## src/sv/ordered_value_list_engine_top_macros.svh

```systemverilog
// ----------------------------------------------------------------------------
// Ordered value list engine assertion macros
// Shared property forms for the checks at the end of the top level.
// ----------------------------------------------------------------------------
`ifndef ORDERED_VALUE_LIST_ENGINE_TOP_MACROS_SVH
`define ORDERED_VALUE_LIST_ENGINE_TOP_MACROS_SVH

// Same-cycle implication, sampled on clock, off during reset
`define OVLE_ASSERT_SAME(label, ante, cons) \
   label: assert property (@(posedge clock) disable iff (reset) (ante) |-> (cons)) \
      else $error("ordered value list engine: same-cycle check failed");

// Next-cycle implication, sampled on clock, off during reset
`define OVLE_ASSERT_NEXT(label, ante, cons) \
   label: assert property (@(posedge clock) disable iff (reset) (ante) |=> (cons)) \
      else $error("ordered value list engine: next-cycle check failed");

`endif

```

## src/sv/ovl_pkg.sv

```systemverilog
// ----------------------------------------------------------------------------
// Ordered value list package
// Sizes, codes and the control bundle shared by the list cells and the top.
// ----------------------------------------------------------------------------
`default_nettype none

package ovl_pkg;

   // List depth and derived widths
   localparam int CAPACITY = 16;
   localparam int IDX_W    = (CAPACITY > 1) ? $clog2(CAPACITY) : 1;
   localparam int CNT_W    = $clog2(CAPACITY + 1);

   // Fixed field widths of the ports
   localparam int DATA_W  = 32;
   localparam int CMD_W   = 2;
   localparam int STAT_W  = 2;
   localparam int POS_W   = 4;
   localparam int ENTRY_W = 5;

   typedef enum logic [CMD_W-1:0] {
      CMD_APPEND = 2'd0,
      CMD_INSERT = 2'd1,
      CMD_DELETE = 2'd2,
      CMD_READ   = 2'd3
   } ovl_cmd_type;

   typedef enum logic [STAT_W-1:0] {
      STAT_OK        = 2'd0,
      STAT_EMPTY     = 2'd1,
      STAT_NOT_FOUND = 2'd2,
      STAT_FULL      = 2'd3
   } ovl_status_type;

   typedef enum logic [1:0] {
      ST_IDLE,
      ST_EXEC,
      ST_READ
   } ovl_state_type;

   typedef enum logic [2:0] {
      CELL_HOLD,
      CELL_APPEND,
      CELL_INSERT,
      CELL_DELETE,
      CELL_ROTATE
   } ovl_cell_op_type;

   // Broadcast from the sequencer to every cell
   typedef struct packed {
      ovl_cell_op_type          op;
      logic [CNT_W-1:0]         count;
      logic signed [DATA_W-1:0] new_value;
      logic signed [DATA_W-1:0] match_key;
   } ovl_cell_ctl_type;

endpackage

`default_nettype wire

```

## src/sv/ovl_cell.sv

```systemverilog
// ----------------------------------------------------------------------------
// Ordered value list cell
// Holds one list entry, compares it with the key and moves data to or from
// its neighbors on insert, delete and read-out rotation.
// ----------------------------------------------------------------------------
`default_nettype none

module ovl_cell
   import ovl_pkg::*;
(
   input  wire logic                     clock,
   input  wire logic [IDX_W-1:0]         cell_index,
   input  wire ovl_cell_ctl_type         ctl,
   input  wire logic signed [DATA_W-1:0] prev_value,
   input  wire logic signed [DATA_W-1:0] next_value,
   input  wire logic signed [DATA_W-1:0] head_value,
   input  wire logic                     seen_in,
   output logic                          seen_out,
   output logic signed [DATA_W-1:0]      value
);

   logic signed [DATA_W-1:0] value_ff;
   logic signed [DATA_W-1:0] value_in;
   logic                     in_use;
   logic                     at_tail;
   logic                     is_last;
   logic                     hit;

   // Position of this cell relative to the fill level
   assign in_use  = CNT_W'(cell_index) < ctl.count;
   assign at_tail = CNT_W'(cell_index) == ctl.count;
   assign is_last = (CNT_W'(cell_index) + CNT_W'(1)) == ctl.count;

   // Match and pass the first-match marker down the row
   assign hit      = in_use && (value_ff == ctl.match_key);
   assign seen_out = seen_in | hit;
   assign value    = value_ff;

   // Select the new entry value
   always_comb begin
      value_in = value_ff;
      case (ctl.op)
         CELL_APPEND: begin
            if (at_tail) value_in = ctl.new_value;
         end
         CELL_INSERT: begin
            if (hit && !seen_in) begin
               value_in = ctl.new_value;
            end else if (seen_in && (in_use || at_tail)) begin
               value_in = prev_value;
            end
         end
         CELL_DELETE: begin
            if ((hit || seen_in) && in_use) value_in = next_value;
         end
         CELL_ROTATE: begin
            if (is_last) begin
               value_in = head_value;
            end else if (in_use) begin
               value_in = next_value;
            end
         end
         default: value_in = value_ff;
      endcase
   end

   always_ff @(posedge clock) begin
      value_ff <= value_in;
   end

endmodule

`default_nettype wire

```

## src/sv/ordered_value_list_engine_top.sv

```systemverilog
// Ordered value list engine: each append, insert or delete command passes
// through an accept step, then an execute step across the row of cells.
// Read-out: execute step, then one result per entry per cycle while the output
// is not stalled, set by the one-step rotation of the cell row through the head cell.
// A finished result waits in the output register; the next command is taken
// once that register is loaded. Synchronous reset empties the list at once.
// ----------------------------------------------------------------------------
// Ordered value list engine top level
// Command sequencer, row of list cells and registered result channel.
// ----------------------------------------------------------------------------
`default_nettype none

`include "ordered_value_list_engine_top_macros.svh"

module ordered_value_list_engine_top
   import ovl_pkg::*;
(
   input  wire logic                      clock,
   input  wire logic                      reset,
   input  wire logic                      req_valid,
   output logic                           req_stall,
   input  wire logic [CMD_W-1:0]          req_command,
   input  wire logic signed [DATA_W-1:0]  req_new_value,
   input  wire logic signed [DATA_W-1:0]  req_match_key,
   output logic                           rsp_valid,
   input  wire logic                      rsp_stall,
   output logic [STAT_W-1:0]              rsp_status,
   output logic signed [DATA_W-1:0]       rsp_item_value,
   output logic [POS_W-1:0]               rsp_item_position,
   output logic                           rsp_last_item,
   output logic [ENTRY_W-1:0]             rsp_entry_count
);

   ovl_state_type            state_ff, state_in;
   ovl_cmd_type              cmd_ff;
   logic signed [DATA_W-1:0] new_value_ff;
   logic signed [DATA_W-1:0] key_ff;
   logic [CNT_W-1:0]         count_ff, count_in;
   logic [IDX_W-1:0]         pos_ff, pos_in;

   logic                     rsp_valid_ff, rsp_valid_in;
   ovl_status_type           rsp_status_ff, rsp_status_in;
   logic signed [DATA_W-1:0] rsp_value_ff, rsp_value_in;
   logic [POS_W-1:0]         rsp_pos_ff, rsp_pos_in;
   logic                     rsp_last_ff, rsp_last_in;
   logic [ENTRY_W-1:0]       rsp_count_ff;
   logic                     rsp_load;

   logic                     req_take;
   logic                     out_free;
   logic                     list_full;
   logic                     list_empty;
   logic                     key_found;
   logic                     last_read;

   ovl_cell_op_type          cell_op;
   ovl_cell_ctl_type         cell_ctl;
   logic signed [DATA_W-1:0] cell_value [CAPACITY];
   logic                     seen_chain [CAPACITY+1];

   // Handshake status
   assign req_stall  = (state_ff != ST_IDLE);
   assign req_take   = req_valid && !req_stall;
   assign out_free   = !rsp_valid_ff || !rsp_stall;
   assign list_full  = (count_ff == CNT_W'(CAPACITY));
   assign list_empty = (count_ff == '0);
   assign key_found  = seen_chain[CAPACITY];
   assign last_read  = (CNT_W'(pos_ff) + CNT_W'(1)) == count_ff;

   // Broadcast to the cell row
   assign cell_ctl.op        = cell_op;
   assign cell_ctl.count     = count_ff;
   assign cell_ctl.new_value = new_value_ff;
   assign cell_ctl.match_key = key_ff;

   // Row of list cells, head at index 0
   assign seen_chain[0] = 1'b0;
   for (genvar gi = 0; gi < CAPACITY; gi++) begin : g_cell
      logic signed [DATA_W-1:0] prev_v;
      logic signed [DATA_W-1:0] next_v;
      if (gi == 0) begin : g_head
         assign prev_v = '0;
      end else begin : g_body
         assign prev_v = cell_value[gi-1];
      end
      if (gi == CAPACITY - 1) begin : g_tail
         assign next_v = '0;
      end else begin : g_inner
         assign next_v = cell_value[gi+1];
      end
      ovl_cell u_cell (
         .clock      (clock),
         .cell_index (IDX_W'(gi)),
         .ctl        (cell_ctl),
         .prev_value (prev_v),
         .next_value (next_v),
         .head_value (cell_value[0]),
         .seen_in    (seen_chain[gi]),
         .seen_out   (seen_chain[gi+1]),
         .value      (cell_value[gi])
      );
   end

   // Next state
   always_comb begin
      state_in = state_ff;
      unique case (state_ff)
         ST_IDLE: begin
            if (req_valid) state_in = ST_EXEC;
         end
         ST_EXEC: begin
            if (out_free) begin
               if (cmd_ff == CMD_READ && !list_empty) begin
                  state_in = ST_READ;
               end else begin
                  state_in = ST_IDLE;
               end
            end
         end
         ST_READ: begin
            if (out_free && last_read) state_in = ST_IDLE;
         end
         default: state_in = ST_IDLE;
      endcase
   end

   // Sequencer outputs: cell operation, count update and result load
   always_comb begin
      cell_op       = CELL_HOLD;
      count_in      = count_ff;
      pos_in        = pos_ff;
      rsp_load      = 1'b0;
      rsp_status_in = STAT_OK;
      rsp_value_in  = '0;
      rsp_pos_in    = '0;
      rsp_last_in   = 1'b1;
      unique case (state_ff)
         ST_IDLE: begin
            pos_in = '0;
         end
         ST_EXEC: begin
            if (out_free) begin
               rsp_load = 1'b1;
               unique case (cmd_ff)
                  CMD_APPEND: begin
                     if (list_full) begin
                        rsp_status_in = STAT_FULL;
                     end else begin
                        cell_op  = CELL_APPEND;
                        count_in = count_ff + CNT_W'(1);
                     end
                  end
                  CMD_INSERT: begin
                     if (list_empty) begin
                        rsp_status_in = STAT_EMPTY;
                     end else if (list_full) begin
                        rsp_status_in = STAT_FULL;
                     end else if (!key_found) begin
                        rsp_status_in = STAT_NOT_FOUND;
                     end else begin
                        cell_op  = CELL_INSERT;
                        count_in = count_ff + CNT_W'(1);
                     end
                  end
                  CMD_DELETE: begin
                     if (list_empty) begin
                        rsp_status_in = STAT_EMPTY;
                     end else if (!key_found) begin
                        rsp_status_in = STAT_NOT_FOUND;
                     end else begin
                        cell_op  = CELL_DELETE;
                        count_in = count_ff - CNT_W'(1);
                     end
                  end
                  CMD_READ: begin
                     pos_in = '0;
                     if (list_empty) begin
                        rsp_status_in = STAT_EMPTY;
                     end else begin
                        rsp_load = 1'b0;
                     end
                  end
                  default: rsp_status_in = STAT_OK;
               endcase
            end
         end
         ST_READ: begin
            if (out_free) begin
               rsp_load     = 1'b1;
               rsp_value_in = cell_value[0];
               rsp_pos_in   = POS_W'(pos_ff);
               rsp_last_in  = last_read;
               cell_op      = CELL_ROTATE;
               pos_in       = pos_ff + IDX_W'(1);
            end
         end
         default: cell_op = CELL_HOLD;
      endcase
   end

   // Result valid: set on load, drop after the transfer
   always_comb begin
      rsp_valid_in = rsp_valid_ff;
      if (rsp_load) begin
         rsp_valid_in = 1'b1;
      end else if (!rsp_stall) begin
         rsp_valid_in = 1'b0;
      end
   end

   // Control state
   always_ff @(posedge clock) begin
      if (reset) begin
         state_ff     <= ST_IDLE;
         count_ff     <= '0;
         pos_ff       <= '0;
         rsp_valid_ff <= 1'b0;
      end else begin
         state_ff     <= state_in;
         count_ff     <= count_in;
         pos_ff       <= pos_in;
         rsp_valid_ff <= rsp_valid_in;
      end
   end

   // Hold the accepted command
   always_ff @(posedge clock) begin
      if (req_take) begin
         cmd_ff       <= ovl_cmd_type'(req_command);
         new_value_ff <= req_new_value;
         key_ff       <= req_match_key;
      end
   end

   // Result payload
   always_ff @(posedge clock) begin
      if (rsp_load) begin
         rsp_status_ff <= rsp_status_in;
         rsp_value_ff  <= rsp_value_in;
         rsp_pos_ff    <= rsp_pos_in;
         rsp_last_ff   <= rsp_last_in;
         rsp_count_ff  <= ENTRY_W'(count_in);
      end
   end

   assign rsp_valid         = rsp_valid_ff;
   assign rsp_status        = rsp_status_ff;
   assign rsp_item_value    = rsp_value_ff;
   assign rsp_item_position = rsp_pos_ff;
   assign rsp_last_item     = rsp_last_ff;
   assign rsp_entry_count   = rsp_count_ff;

   // Checks
   `OVLE_ASSERT_SAME(a_count_bound, 1'b1, count_ff <= CNT_W'(CAPACITY))
   `OVLE_ASSERT_SAME(a_read_nonempty, state_ff == ST_READ, count_ff != '0)
   `OVLE_ASSERT_NEXT(a_take_exec, req_take, state_ff == ST_EXEC)
   `OVLE_ASSERT_NEXT(a_load_valid, rsp_load, rsp_valid_ff)

endmodule

`default_nettype wire
```

## config.mk

```make
export PLATFORM = sky130hd
export DESIGN_NAME = ordered_value_list_engine_top
export DESIGN_NICKNAME = d
export VERILOG_FILES = /design/src/sv/ovl_pkg.sv /design/src/sv/ovl_cell.sv /design/src/sv/ordered_value_list_engine_top.sv
export VERILOG_INCLUDE_DIRS = /design/src /design/src/sv
export SDC_FILE = /design/constraint.sdc
export NUM_CORES = 2
export LEC_CHECK = 0
export BUFFER_PORTS_ARGS = -buffer_cell sky130_fd_sc_hd__buf_2
export CAP_MARGIN = 20
export CORE_UTILIZATION = 40
export DETAILED_ROUTE_END_ITERATION = 6
export GPL_ROUTABILITY_DRIVEN = 0
export PLACE_DENSITY = 0.59
export SKIP_LAST_GASP = 1
export SYNTH_ARGS = -nofsm -noshare
export SYNTH_HDL_FRONTEND = slang
export SYNTH_SLANG_ARGS = --single-unit
```

## constraint.sdc

```tcl
create_clock -name clock -period 9.6 [get_ports clock]
set_input_delay 1.92 -clock clock [delete_from_list [all_inputs] [get_ports clock]]
set_output_delay 1.92 -clock clock [all_outputs]
set_load 0.01 [all_outputs]
```

==> reports/qor.csv <==
metric,value,unit
status,finished clean,
Leak Pwr,16.45,nW
CP Max Fanout,25,
pre-CTS WS,3.504,ns
WL/cell,33.76,um
CTS H-tree depth,3,
DRT iter0 DRCs,7252,
clk root buf,clkbuf_16,
Post-Route Utilization,45.19,%
area of the core,106000,sq um
sequential fraction of the synthesis area,43.94,%
layout cell share with drive strength beyond 1,11.99,%
Buffers on Ports,115,
Synth Register Bits,634,
first-pass GRT wire length,274700,um
main area contributors after synthesis,"edfxtp_1, nand2_1, mux2i_1",
vias in the first global route,36214,
"Cell Area, Synth",43050,sq um
dpl hpwl,142800,um
Worst-Skew Late Latency,0.68,ns
length of the first detailed-routing pass in iterations,6,
"Net Count, Synth",4484,
vias post-DR,39727,
biggest area consumer among synthesized cells,edfxtp_1,
Multi-input gate area,22430,sq um
die height,330.1,um
type of the most critical hold path,reg -> reg,
top_reg_cell synth,edfxtp_1,
Post-synth EDFFs,622,
pwr/cell area,144.8,nW/um^2
fill cell count,10104,
IO Count,116,
Tightest Pin Transition,1.283,ns
die area,108900,sq um
Yosys top cell area share,43.38,%
clock slew at the register clock pins of the worst setup and hold paths,0.06,ns
row cnt,119,
Hold Buf Count CTS,0,
gr usage total,34.99,%
Max-slew headroom,13.83,%
CP required,10.01,ns
Avg Synthesized Cell Area,9.774,sq um
"Async S/R FF share, synth",0,%
clk_skew,0.03290,ns
FF+latch area,18920,sq um
CP arrival,6.57,ns
f_max,162.5,MHz
GRT Residual Overflow,0,
Yosys warnings,0,
drt drc,0,
fin. max-slew vios,0,
fin crit period,6.154,ns
max_cap viols,0,
initial antenna violation count,1,
crit path kind,reg -> reg,
Startpoint Class,register,
Syn-to-layout area delta,11.27,%
Peak supply drop,132.4,uV
WHS,0.5453,ns
final setup TNS,0,ns
pin count of the biggest net entering global routing,146,
Cell variety after synth,71,
internal reg-to-reg setup slack,3.45,ns
total CTS buffers,80,
# resized after CTS,0,
final setup violation count,0,
mean number of vias per cell,6.879,
DRT Wirelength,194900,um
fin nets,4402,
Sink Count,634,
CTS tree,yes,
Die W,330.1,um
Final WS setup,3.446,ns
final hold violations,0,
Clock Path Buffers,3,
Synth Instances,4405,
Final period util,64.11,%
Setup crit end kind,register,
RSZ-0062 raised after global routing,no,
initial core utilization,40.61,%
Detail Route Antenna Nets,0,
setup bufs post-CTS,0,
[cell type report]
class / count / area share (%)
Multi-Input combinational cell: 3288 / 46.82
Antenna cell: 6 / 0.03134
Inverter: 15 / 0.1175
Sequential cell: 634 / 39.49
Clock inverter: 34 / 0.8384
Tap cell: 1391 / 3.633
Timing Repair Buffer: 304 / 4.469
Clock buffer: 103 / 4.602
[critical path, cell delays in order (launching register included)]
cell	delay [ns]
edfxtp_1	0.36
buf_4	0.24
xnor2_1	0.56
nand4_1	0.17
nor3_1	1.05
nand3_1	0.23
and4_1	0.45
nor4bb_4	0.25
buf_4	0.23
or2_1	0.67
buf_4	0.50
and3_1	0.47
a221o_1	0.34
a221o_1	0.26
[per-stage QoR]
stage / area, sq um / total power (W) / std cells
2_1_floorplan: 43050 / 0.003552 / 4405
3_3_place_gp: 45080 / 0.003809 / 5622
3_5_place_dp: 45140 / 0.003818 / 5625
4_1_cts: 47740 / 0.006900 / 5762
5_1_grt: 47890 / 0.007054 / 5769
6_report: 47910 / 0.006936 / 5775
[state kept, by name, summed over array words and instances (netlist names)]
register and flops:
g_cell.u_cell.value 512, key_ff 32, new_value_ff 32, rsp_item_value 32, count_ff 5, rsp_entry_count 5, pos_ff 4, rsp_item_position 4
cmd_ff 2, rsp_status 2, state_ff 2, rsp_last_item 1, rsp_valid 1
[cell usage after synthesis, drive strengths merged, types with 4 or more instances]
| master | number |
|---|---|
| nor4b | 10 |
| nand2 | 773 |
| buf | 165 |
| a22o | 88 |
| a31oi | 12 |
| a21oi | 171 |
| and2 | 13 |
| nand4 | 124 |
| a221oi | 29 |
| o2111ai | 31 |
| clkbuf | 303 |
| nor2b | 4 |
| or4 | 7 |
| mux2 | 33 |
| and4 | 4 |
| o211ai | 112 |
| a211oi | 7 |
| nor4 | 132 |
| o21ai | 129 |
| o21bai | 4 |
| nor3b | 5 |
| nand4b | 12 |
| ha | 9 |
| a211o | 6 |
| a221o | 225 |
| nand3 | 166 |
| nand2b | 9 |
| a222oi | 20 |
| or2 | 5 |
| dfxtp | 12 |
| or3 | 9 |
| nor2 | 89 |
| mux2i | 246 |
| nor3 | 48 |
| inv | 15 |
| o22ai | 5 |
| xnor2 | 249 |
| and3 | 80 |
| a22oi | 123 |
| xor2 | 268 |
| a21o | 5 |
| edfxtp | 622 |
[report_power, final]
part | internal, W | switching, W
logic | 0.000222 | 0.000489
clock network | 0.00185 | 0.00127
registers | 0.00307 | 0.0000281
total | 0.00515 | 0.00179
[cell families after synthesis]
group           after synthesis  share of synthesized area [%]
fa+ha+maj                     9                         0.2616
flops                       634                          43.94
buf+inv                     483                          4.900
xor+xnor                    517                          10.52
compound gates              986                          17.34
simple gates               1497                          16.45
mux                         279                          6.583
[cell usage in the layout, fill, tap and decap left out, drive strengths merged, types with 48 or more instances in the layout]
cell type	instances
a21oi	171
a221o	225
a22o	88
a22oi	123
and3	80
buf	302
clkbuf	105
edfxtp	622
mux2i	246
nand2	773
nand3	166
nand4	124
nor2	89
nor3	48
nor4	132
o211ai	112
o21ai	129
xnor2	249
xor2	268
[per-layer routing]
| metal | GRT usage [%] | vias up | share of wire (%) |
|---|---|---|---|
| met3 | 10.00 | 645 | 14 |
| met2 | 50.50 | 3493 | 41 |
| met1 | 45.93 | 19043 | 37 |
| met4 | 22.01 | 0 | 7.8 |
| li1 | - | 16546 | - |
| met5 | 0 | - | 0 |
[worst paths after layout]
check                                         startpoint                             endpoint  cells after the start
worst min-delay path            state_ff[1]$_SDFFE_PP0P_             state_ff[1]$_SDFFE_PP0P_                      2
worst max register to register       key_ff[1]$_DFFE_PP_  g_cell[8].u_cell.value[8]$_DFFE_PP_                     13
worst max-delay path                 key_ff[1]$_DFFE_PP_  g_cell[8].u_cell.value[8]$_DFFE_PP_                     13
worst min register to register  state_ff[1]$_SDFFE_PP0P_             state_ff[1]$_SDFFE_PP0P_                      2
No activity file was read; power rests on OpenSTA's default activity.
